**config.mk**
```make
export PLATFORM = sky130hd
export DESIGN_NAME = k_smallest_distinct_distance_tracker_unit
export DESIGN_NICKNAME = d
export VERILOG_FILES = /design/src/ksddt_pkg.sv /design/src/k_smallest_distinct_distance_tracker_unit.sv /design/src/ksddt_slot_ram.sv /design/src/ksddt_engine.sv
export SDC_FILE = /design/constraint.sdc
export NUM_CORES = 1
export LEC_CHECK = 0
export ABC_AREA = 1
export BUFFER_PORTS_ARGS = -buffer_cell sky130_fd_sc_hd__buf_2
export CAP_MARGIN = 20
export CORE_MARGIN = 5
export CORE_UTILIZATION = 27
export CTS_CLUSTER_DIAMETER = 200
export DETAILED_ROUTE_END_ITERATION = 12
export PLACE_DENSITY = 0.47
export SKIP_CTS_REPAIR_TIMING = 1
export SYNTH_ARGS = -nofsm -noshare
export SYNTH_HDL_FRONTEND = slang
export SYNTH_SLANG_ARGS = --single-unit
```
**constraint.sdc**
```tcl
create_clock -name aclk -period 19 [get_ports aclk]
set_input_delay 3.8 -clock aclk [delete_from_list [all_inputs] [get_ports aclk]]
set_output_delay 3.8 -clock aclk [all_outputs]
set_load 0.01 [all_outputs]
```
**src/ksddt_pkg.sv**
```systemverilog
package ksddt_pkg;

    // Defaults for the top-level parameters.
    localparam int SLOTS_DEFAULT     = 16;
    localparam int DIST_BITS_DEFAULT = 32;

    // Fixed widths of the request and result item fields, the k register and the member count.
    localparam int DIST_FIELD_W   = 32;
    localparam int INST_FIELD_W   = 16;
    localparam int SLOT_FIELD_W   = 4;
    localparam int FILLED_FIELD_W = 5;
    localparam int ACTIVE_W       = 5;
    localparam int MEMBER_W       = 16;

    localparam logic [ACTIVE_W-1:0] ACTIVE_RESET = 5'd16;
    localparam logic [MEMBER_W-1:0] MEMBER_MAX   = 16'hFFFF;

    // Action codes of a request.
    localparam logic ACT_INSERT = 1'b0;
    localparam logic ACT_CLEAR  = 1'b1;

    // Outcome codes of a result.
    typedef enum logic [2:0] {
        OUT_DROPPED  = 3'd0,
        OUT_JOINED   = 3'd1,
        OUT_NEW      = 3'd2,
        OUT_REPLACED = 3'd3,
        OUT_CLEARED  = 3'd4
    } outcome_t;

    // Sequencer states of the engine.
    typedef enum logic [1:0] {
        ST_IDLE,
        ST_SCAN,
        ST_DONE
    } eng_state_t;

    typedef struct packed {
        logic                    action;
        logic [DIST_FIELD_W-1:0] distance;
        logic [INST_FIELD_W-1:0] instance_id;
    } in_item_t;

    typedef struct packed {
        outcome_t                  outcome;
        logic [SLOT_FIELD_W-1:0]   slot;
        logic [INST_FIELD_W-1:0]   instance_echo;
        logic [FILLED_FIELD_W-1:0] slots_filled;
    } out_item_t;

endpackage

```
**src/k_smallest_distinct_distance_tracker_unit.sv**
```systemverilog
// Tracker of the k smallest distinct distances of a nearest-neighbor query.
//
// Requests enter on the s_ channel (valid/ready) as one in_item_t: an insert of
// a candidate distance with its instance id, or a clear of the table. Every
// request yields exactly one result on the m_ channel (out_item_t): outcome,
// affected slot, echoed instance id and the slot count after the request.
// The cfg channel writes active_slots (k); write it only while the block is idle.
//
// One request is processed at a time. Clears, new largest distances and drops
// skip the table search and go straight to ST_DONE. An insert that must search the
// table reads one slot per cycle from the slot memory, whose read port is
// registered, and stops early when a slot matches. The memory is read strictly
// after any earlier write-back, so no forwarding is needed.
//
// The result sits in an output register; s_ready rises again while it waits,
// so one request may be processed while the receiver stalls, after which the
// engine holds its result until the register frees. Reset empties the table and
// sets k to 16; the slot memory itself is not cleared.
module k_smallest_distinct_distance_tracker_unit
    import ksddt_pkg::*;
#(
    parameter int SLOTS     = SLOTS_DEFAULT,
    parameter int DIST_BITS = DIST_BITS_DEFAULT
) (
    input  logic                aclk,
    input  logic                aresetn,
    input  logic                s_valid,
    output logic                s_ready,
    input  in_item_t            s_data,
    output logic                m_valid,
    input  logic                m_ready,
    output out_item_t           m_data,
    input  logic                cfg_valid,
    output logic                cfg_ready,
    input  logic [ACTIVE_W-1:0] cfg_data
);

    localparam int SLOT_W  = (SLOTS > 1) ? $clog2(SLOTS) : 1;
    localparam int CNT_W   = $clog2(SLOTS + 1);
    localparam int DSW     = (DIST_BITS < DIST_FIELD_W) ? DIST_BITS : DIST_FIELD_W;
    localparam int ENTRY_W = DSW + MEMBER_W;

    logic [ACTIVE_W-1:0] active_reg;
    logic [CNT_W-1:0]    k_eff;
    logic                m_valid_reg;
    out_item_t           m_data_reg;
    logic                res_valid;
    logic                res_ready;
    out_item_t           res_item;
    logic                wr_en;
    logic [SLOT_W-1:0]   wr_addr;
    logic [ENTRY_W-1:0]  wr_data;
    logic                rd_en;
    logic [SLOT_W-1:0]   rd_addr;
    logic [ENTRY_W-1:0]  rd_data;

    // Configuration register, always ready.
    assign cfg_ready = 1'b1;
    always_ff @(posedge aclk) begin
        if (!aresetn) begin
            active_reg <= ACTIVE_RESET;
        end else if (cfg_valid) begin
            active_reg <= cfg_data;
        end
    end

    // Clamp k to the range one to SLOTS.
    always_comb begin
        if (active_reg == '0) begin
            k_eff = CNT_W'(1);
        end else if (32'(active_reg) > SLOTS) begin
            k_eff = CNT_W'(SLOTS);
        end else begin
            k_eff = CNT_W'(active_reg);
        end
    end

    ksddt_engine #(
        .SLOTS     (SLOTS),
        .DIST_BITS (DIST_BITS),
        .SLOT_W    (SLOT_W),
        .CNT_W     (CNT_W),
        .DSW       (DSW),
        .ENTRY_W   (ENTRY_W)
    ) u_engine (
        .aclk      (aclk),
        .aresetn   (aresetn),
        .k_eff     (k_eff),
        .in_valid  (s_valid),
        .in_ready  (s_ready),
        .in_item   (s_data),
        .res_valid (res_valid),
        .res_ready (res_ready),
        .res_item  (res_item),
        .wr_en     (wr_en),
        .wr_addr   (wr_addr),
        .wr_data   (wr_data),
        .rd_en     (rd_en),
        .rd_addr   (rd_addr),
        .rd_data   (rd_data)
    );

    ksddt_slot_ram #(
        .DEPTH  (SLOTS),
        .ADDR_W (SLOT_W),
        .WIDTH  (ENTRY_W)
    ) u_slot_ram (
        .aclk    (aclk),
        .wr_en   (wr_en),
        .wr_addr (wr_addr),
        .wr_data (wr_data),
        .rd_en   (rd_en),
        .rd_addr (rd_addr),
        .rd_data (rd_data)
    );

    // Output register between the engine and the receiver.
    assign res_ready = !m_valid_reg || m_ready;

    always_ff @(posedge aclk) begin
        if (!aresetn) begin
            m_valid_reg <= 1'b0;
        end else if (res_ready) begin
            m_valid_reg <= res_valid;
        end
    end

    always_ff @(posedge aclk) begin
        if (res_ready && res_valid) begin
            m_data_reg <= res_item;
        end
    end

    assign m_valid = m_valid_reg;
    assign m_data  = m_data_reg;

endmodule

```
**src/ksddt_slot_ram.sv**
```systemverilog
module ksddt_slot_ram #(
    parameter int DEPTH  = 16,
    parameter int ADDR_W = 4,
    parameter int WIDTH  = 48
) (
    input  logic              aclk,
    input  logic              wr_en,
    input  logic [ADDR_W-1:0] wr_addr,
    input  logic [WIDTH-1:0]  wr_data,
    input  logic              rd_en,
    input  logic [ADDR_W-1:0] rd_addr,
    output logic [WIDTH-1:0]  rd_data
);

    logic [WIDTH-1:0] mem [DEPTH];
    logic [WIDTH-1:0] rd_data_reg;

    // Write port.
    always_ff @(posedge aclk) begin
        if (wr_en) begin
            mem[wr_addr] <= wr_data;
        end
    end

    // Registered read port.
    always_ff @(posedge aclk) begin
        if (rd_en) begin
            rd_data_reg <= mem[rd_addr];
        end
    end

    assign rd_data = rd_data_reg;

endmodule

```
**src/ksddt_engine.sv**
```systemverilog
module ksddt_engine
    import ksddt_pkg::*;
#(
    parameter int SLOTS     = SLOTS_DEFAULT,
    parameter int DIST_BITS = DIST_BITS_DEFAULT,
    parameter int SLOT_W    = (SLOTS > 1) ? $clog2(SLOTS) : 1,
    parameter int CNT_W     = $clog2(SLOTS + 1),
    parameter int DSW       = (DIST_BITS < DIST_FIELD_W) ? DIST_BITS : DIST_FIELD_W,
    parameter int ENTRY_W   = DSW + MEMBER_W
) (
    input  logic               aclk,
    input  logic               aresetn,
    input  logic [CNT_W-1:0]   k_eff,
    input  logic               in_valid,
    output logic               in_ready,
    input  in_item_t           in_item,
    output logic               res_valid,
    input  logic               res_ready,
    output out_item_t          res_item,
    output logic               wr_en,
    output logic [SLOT_W-1:0]  wr_addr,
    output logic [ENTRY_W-1:0] wr_data,
    output logic               rd_en,
    output logic [SLOT_W-1:0]  rd_addr,
    input  logic [ENTRY_W-1:0] rd_data
);

    eng_state_t state_reg, state_next;

    logic [CNT_W-1:0]  filled_reg,     filled_next;
    logic [SLOT_W-1:0] lg_slot_reg,    lg_slot_next;
    logic [DSW-1:0]    lg_dist_reg,    lg_dist_next;
    logic [DSW-1:0]    d_reg,          d_next;
    logic [SLOT_W-1:0] chk_idx_reg,    chk_idx_next;
    logic              best_valid_reg, best_valid_next;
    logic [DSW-1:0]    best_dist_reg,  best_dist_next;
    logic [SLOT_W-1:0] best_slot_reg,  best_slot_next;
    out_item_t         res_reg,        res_next;

    logic              accept;
    logic [DSW-1:0]    d_in;
    logic              is_full;
    logic [DSW-1:0]    rd_dist;
    logic [MEMBER_W-1:0] rd_members;
    logic [MEMBER_W-1:0] members_inc;
    logic              hit;
    logic              last;
    logic [CNT_W-1:0]  chk_next_cnt;
    logic              take_best;

    assign accept     = in_valid && (state_reg == ST_IDLE);
    assign d_in       = in_item.distance[DSW-1:0];
    assign is_full    = (filled_reg >= k_eff);
    assign rd_dist    = rd_data[ENTRY_W-1:MEMBER_W];
    assign rd_members = rd_data[MEMBER_W-1:0];
    assign members_inc = (rd_members == MEMBER_MAX) ? rd_members : rd_members + 1'b1;
    assign hit        = (rd_dist == d_reg);
    assign chk_next_cnt = CNT_W'(chk_idx_reg) + 1'b1;
    assign last       = (chk_next_cnt == filled_reg);
    // The entry just read becomes the best candidate for the next maximum, skipping
    // the slot that a replacement would overwrite.
    assign take_best  = (chk_idx_reg != lg_slot_reg) &&
                        (!best_valid_reg || (rd_dist > best_dist_reg));

    // Next-state logic of the sequencer.
    always_comb begin
        state_next = state_reg;
        unique case (state_reg)
            ST_IDLE: begin
                if (in_valid) begin
                    if (in_item.action == ACT_CLEAR || filled_reg == '0 || d_in > lg_dist_reg) begin
                        state_next = ST_DONE;
                    end else begin
                        state_next = ST_SCAN;
                    end
                end
            end
            ST_SCAN: begin
                if (hit || last) begin
                    state_next = ST_DONE;
                end
            end
            ST_DONE: begin
                if (res_ready) begin
                    state_next = ST_IDLE;
                end
            end
            default: state_next = ST_IDLE;
        endcase
    end

    // Datapath, memory accesses and handshake outputs.
    always_comb begin
        filled_next     = filled_reg;
        lg_slot_next    = lg_slot_reg;
        lg_dist_next    = lg_dist_reg;
        d_next          = d_reg;
        chk_idx_next    = chk_idx_reg;
        best_valid_next = best_valid_reg;
        best_dist_next  = best_dist_reg;
        best_slot_next  = best_slot_reg;
        res_next        = res_reg;
        wr_en           = 1'b0;
        wr_addr         = '0;
        wr_data         = '0;
        rd_en           = 1'b0;
        rd_addr         = '0;
        in_ready        = (state_reg == ST_IDLE);
        res_valid       = (state_reg == ST_DONE);

        unique case (state_reg)
            ST_IDLE: begin
                if (accept) begin
                    d_next                 = d_in;
                    res_next.instance_echo = in_item.instance_id;
                    res_next.slot          = '0;
                    if (in_item.action == ACT_CLEAR) begin
                        // Empty the table; stored entries are left as they are.
                        filled_next           = '0;
                        lg_slot_next          = '0;
                        lg_dist_next          = '0;
                        res_next.outcome      = OUT_CLEARED;
                        res_next.slots_filled = '0;
                    end else if (filled_reg == '0 || (!is_full && d_in > lg_dist_reg)) begin
                        // A new largest distance takes the next free slot at once.
                        wr_en                 = 1'b1;
                        wr_addr               = filled_reg[SLOT_W-1:0];
                        wr_data               = {d_in, MEMBER_W'(1)};
                        lg_slot_next          = filled_reg[SLOT_W-1:0];
                        lg_dist_next          = d_in;
                        filled_next           = filled_reg + 1'b1;
                        res_next.outcome      = OUT_NEW;
                        res_next.slot         = SLOT_FIELD_W'(filled_reg);
                        res_next.slots_filled = FILLED_FIELD_W'(filled_reg + 1'b1);
                    end else if (d_in > lg_dist_reg) begin
                        res_next.outcome      = OUT_DROPPED;
                        res_next.slots_filled = FILLED_FIELD_W'(filled_reg);
                    end else begin
                        // Start the scan of the occupied slots at slot zero.
                        rd_en           = 1'b1;
                        rd_addr         = '0;
                        chk_idx_next    = '0;
                        best_valid_next = 1'b0;
                    end
                end
            end
            ST_SCAN: begin
                if (hit) begin
                    // Matching slot: write back the incremented member count.
                    wr_en                 = 1'b1;
                    wr_addr               = chk_idx_reg;
                    wr_data               = {d_reg, members_inc};
                    res_next.outcome      = OUT_JOINED;
                    res_next.slot         = SLOT_FIELD_W'(chk_idx_reg);
                    res_next.slots_filled = FILLED_FIELD_W'(filled_reg);
                end else begin
                    if (take_best) begin
                        best_valid_next = 1'b1;
                        best_dist_next  = rd_dist;
                        best_slot_next  = chk_idx_reg;
                    end
                    if (last) begin
                        if (!is_full) begin
                            // No match while filling: take the next free slot.
                            wr_en                 = 1'b1;
                            wr_addr               = filled_reg[SLOT_W-1:0];
                            wr_data               = {d_reg, MEMBER_W'(1)};
                            filled_next           = filled_reg + 1'b1;
                            res_next.outcome      = OUT_NEW;
                            res_next.slot         = SLOT_FIELD_W'(filled_reg);
                            res_next.slots_filled = FILLED_FIELD_W'(filled_reg + 1'b1);
                        end else begin
                            // Overwrite the largest slot; the new maximum is the larger
                            // of the candidate and the best of the other slots.
                            wr_en                 = 1'b1;
                            wr_addr               = lg_slot_reg;
                            wr_data               = {d_reg, MEMBER_W'(1)};
                            res_next.outcome      = OUT_REPLACED;
                            res_next.slot         = SLOT_FIELD_W'(lg_slot_reg);
                            res_next.slots_filled = FILLED_FIELD_W'(filled_reg);
                            if (best_valid_next && best_dist_next > d_reg) begin
                                lg_dist_next = best_dist_next;
                                lg_slot_next = best_slot_next;
                            end else begin
                                lg_dist_next = d_reg;
                            end
                        end
                    end else begin
                        // Issue the read of the following slot.
                        rd_en        = 1'b1;
                        rd_addr      = chk_next_cnt[SLOT_W-1:0];
                        chk_idx_next = chk_next_cnt[SLOT_W-1:0];
                    end
                end
            end
            ST_DONE: begin
            end
            default: begin
            end
        endcase
    end

    // Control state.
    always_ff @(posedge aclk) begin
        if (!aresetn) begin
            state_reg   <= ST_IDLE;
            filled_reg  <= '0;
            lg_slot_reg <= '0;
            lg_dist_reg <= '0;
        end else begin
            state_reg   <= state_next;
            filled_reg  <= filled_next;
            lg_slot_reg <= lg_slot_next;
            lg_dist_reg <= lg_dist_next;
        end
    end

    // Payload registers.
    always_ff @(posedge aclk) begin
        d_reg          <= d_next;
        chk_idx_reg    <= chk_idx_next;
        best_valid_reg <= best_valid_next;
        best_dist_reg  <= best_dist_next;
        best_slot_reg  <= best_slot_next;
        res_reg        <= res_next;
    end

    assign res_item = res_reg;

endmodule

```
==> results.toml <==
[timing]
clock_skew_ns = 0.0403
min_period_ns = 7.75
setup_viol = 0
worst_pin_slew_ns = 1.18
rsz0062_at_grt = "false"
period_share_pct = 40.8
final_total_negative_setup_slack_ns = 0
final_hold_viol_count = 0
peak_freq_ghz = 0.129
slew_headroom_pct = 21.3
timing_max_transition_violations_final = 0

[logic_synthesis]
synth-seq-cells = 722
ys_dominant_reg_cell = "sky130_fd_sc_hd__edfxtp_1"
netlist.area_leader.share_pct = 57.5
synthesis.nets = 3832
postSynth.asyncResetShare_pct = 0
syn_area_mm2 = 0.0351
synth.cells.most_frequent = "705 x sky130_fd_sc_hd__nand2_1, 703 x sky130_fd_sc_hd__inv_1, 673 x sky130_fd_sc_hd__edfxtp_1"
yosys_warnings = 0
synth_largest_area_cell = "sky130_fd_sc_hd__edfxtp_1"
synth_top_cells_by_area = "sky130_fd_sc_hd__edfxtp_1 58%, sky130_fd_sc_hd__nand2_1 7.5%, sky130_fd_sc_hd__inv_1 7.5%, sky130_fd_sc_hd__nand3_1 6.9%, sky130_fd_sc_hd__ha_1 3.7%"
number_of_synthesized_flops_with_an_enable_pin = 673
syn-mean-instance-area_um2 = 9.58
synthDistinctLibCells = 37
syn_inst = 3668
synth-seq-area-share_pct = 60.3
post-synth-top-count-cell = "sky130_fd_sc_hd__nand2_1"

[finish]
share_of_cells_above_drive_strength_1_pct = 11.6
finish.instance_area_mm2 = 0.0405
max_reg_flops = 512
max_flop_register = "u_slot_ram.mem"
design.final.nets = 3912
area.growth.synth_to_final_pct = 15.3

[floorplan]
initial_utilization_pct = 27.1
placementRows = 132
dieWidth_um = 371
core_area_mm2 = 0.129
die-area_mm2 = 0.137
io-pin-count = 90
die_height_um = 371

[power_and_ir_drop]
p_per_area_mw_per_mm2 = 104
p_leak_nw = 17.1
power.ir.vdd_worst_uv = 60.7

[critical_path]
critPathTopFamily = "simple AND/OR/NAND/NOR gates"
critical_path.cell_chain = "buf_2 > ha_1 > nand2_1 > nor2_1 > nand3b_1 > nor3b_1 > nand4_1 > nand3_1 > nand2_1 > ha_1 > nand2_1 > nand2_1 > inv_1 > nand2_1 > nor2_4 > buf_4"
arrival_ns = 8.05
crit_type = "input port to flop"
crit_path_start_kind = "input port"
critPathMaxStageDelay_ns = 0.61
r2r_setup_slack_ns = 12.96
crit-reg2reg-launch = "u_slot_ram.rd_data[46]$_DFFE_PP_"
critPathSlowestCell = "sky130_fd_sc_hd__nor2_4"
path_common_cell = "sky130_fd_sc_hd__nand2_1"
worstPathBufferInverterCount = 3
critPathCaptureType = "flop"
timing.reg2reg.worst_path_depth = 25
reg2reg_to = "u_engine.lg_dist_reg[11]$_SDFFE_PN0P_"
critPathRequiredTime_ns = 19.30
critPathMaxFanout = 19

[placed_design]
io_buffers = 88
post-dp-hpwl_um = 65000
finalWeightedCongestion = 0.813
placed_cell_area_mm2 = 0.0377

[global_route]
grtUsageMet3_pct = 2.79
global_route_wire_length_before_repair_um = 160000
busiest_layer = "met2"
grt_overflow = 0
grt.total_usage_pct = 15.6
antenna_found_initial = 11
grt_pass1_vias = 23600
grt_start_max_net_pins = 73
groute.layer.met1.usage_pct = 22.0
met2_usage_pct = 24.6

[clock_tree]
clock_slew_at_reported_path_ffs_ns = 0.06
clock_latency_of_the_later_clocked_register_in_the_worst_skew_pair_ns = 0.67
clock-root-buffer = "sky130_fd_sc_hd__clkbuf_16"
cts_inserted_buffers = 81
clockBufferDepth = 3
cts_tree = "done"
cts.htree.levels = 3
clkSinkCount = 722

[drt]
firstDrtPassIters = 8
vias_per_cell = 4.53
avgRoutedWirePerCell_um = 19.8
antenna_violating_nets_post_route = 0
route.vias.total = 25200
post-route-drc-count = 0
initialDrtViolationCount = 2243
routed_wl_um = 110000

[worst_hold_path]
hold_depth = 0
worstHoldStart = "u_engine.res_item[17]$_DFFE_PP_"
hold-path-endpoint = "m_data[17]$_DFFE_PP_"
hold_class = "flop to flop"

[run]
timing.max_cap.violations = 0

[status]
status = "completed"
-- routing by layer --
layer	wire length (um)	up-vias
met4	2450	2
met5	13	-
li1	-	12200
met2	48900	707
met3	7860	120
met1	50700	12100
-- worst max-delay path by stage --
stage | start | to | slack, ns | depth (start not counted)
5_1_grt | s_data[39] | u_slot_ram.mem[14][37]$_DFFE_PP_ | 10.93 | 16
2_1_floorplan | s_valid | u_slot_ram.mem[1][16]$_DFFE_PP_ | 10.24 | 8
3_3_place_gp | s_data[39] | u_slot_ram.mem[14][36]$_DFFE_PP_ | 10.48 | 16
6_report | s_data[39] | u_slot_ram.mem[10][37]$_DFFE_PP_ | 11.25 | 16
3_5_place_dp | s_data[39] | u_slot_ram.mem[14][38]$_DFFE_PP_ | 10.42 | 16
4_1_cts | s_data[39] | u_slot_ram.mem[14][25]$_DFFE_PP_ | 11.10 | 16
-- per-stage QoR --
stage | total power (W) | hold slack [ns] | util, % | cells | setup slack [ns]
after floorplan | 0.00239 | 0.400 | - | 3668 | 10.24
after global placement | 0.00264 | 0.401 | 29.1 | 5377 | 10.48
after detailed placement | 0.00265 | 0.405 | 29.1 | 5382 | 10.42
after CTS | 0.00424 | 0.418 | 31.1 | 5532 | 11.10
after global routing | 0.00440 | 0.421 | 31.3 | 5558 | 10.93
final | 0.00420 | 0.416 | 31.3 | 5561 | 11.25
-- worst reg2reg max path, stage by stage, from the launching register on --
cell                       delay [ns]
sky130_fd_sc_hd__edfxtp_1        0.45
sky130_fd_sc_hd__ha_1            0.32
sky130_fd_sc_hd__nand2_1         0.07
sky130_fd_sc_hd__nor2_1          0.16
sky130_fd_sc_hd__nand4_1         0.15
sky130_fd_sc_hd__nor4_1          0.77
sky130_fd_sc_hd__nand3_1         0.17
sky130_fd_sc_hd__nand2_1         0.13
sky130_fd_sc_hd__nand2_1         0.08
sky130_fd_sc_hd__nand2_2         0.70
sky130_fd_sc_hd__nand2_1         0.16
sky130_fd_sc_hd__and2_1          0.21
sky130_fd_sc_hd__ha_1            0.29
sky130_fd_sc_hd__nand2_1         0.13
sky130_fd_sc_hd__nor2_1          0.17
sky130_fd_sc_hd__nand2_1         0.10
sky130_fd_sc_hd__nor4_1          0.42
sky130_fd_sc_hd__nand2_1         0.11
sky130_fd_sc_hd__nand2_1         0.09
sky130_fd_sc_hd__nand2_1         0.23
sky130_fd_sc_hd__nor2_2          0.15
sky130_fd_sc_hd__buf_4           0.42
sky130_fd_sc_hd__nand3_1         0.25
sky130_fd_sc_hd__nand2_1         0.10
sky130_fd_sc_hd__nor2_1          0.05
sky130_fd_sc_hd__nor2_1          0.11
-- where the power goes --
part,leakage [nW],total [W],switching (W),internal (W)
combinational,9.16,0.000703,0.000499,0.000204
sequential,6.68,0.00192,0.0000476,0.00188
clock,1.27,0.00158,0.000665,0.000911
-- cells by family (layout without fill, tap and decap cells) --
group / Yosys count / in the layout / share of synthesized area [%]
simple gates: 1709 / 1709 / 22.2
buf+inv: 879 / 1026 / 9.60
flops: 722 / 722 / 60.3
compound gates: 223 / 223 / 3.43
fa+ha+maj: 105 / 105 / 3.74
xor+xnor: 29 / 29 / 0.744
other cells: 1 / 5 / 0.0107
-- cell usage in the layout (no fill, tap or decap), drive strengths merged, types with 34 or more instances in the layout --
cell,netlist,routed
nor2,216,216
or2,128,128
a21oi,62,62
clkbuf,112,109
nand2,706,706
inv,706,706
nand3,487,487
edfxtp,673,673
dfxtp,49,49
nand4,117,117
o22ai,39,39
clkinv,1,34
o21ai,106,106
and2,36,36
buf,60,169
ha,105,105
-- layout make-up --
cell class | instances | area, um^2
repair buffers | 169 | 1060
fillers | 13500 | 89000
inverters | 707 | 2660
clock buffers | 109 | 2150
diodes | 4 | 10.0
well taps | 1742 | 2180
multi-input cells | 2067 | 10800
clock inverters | 41 | 485
flip-flops and latches | 722 | 21200
Power figures use the tool's default switching activity.
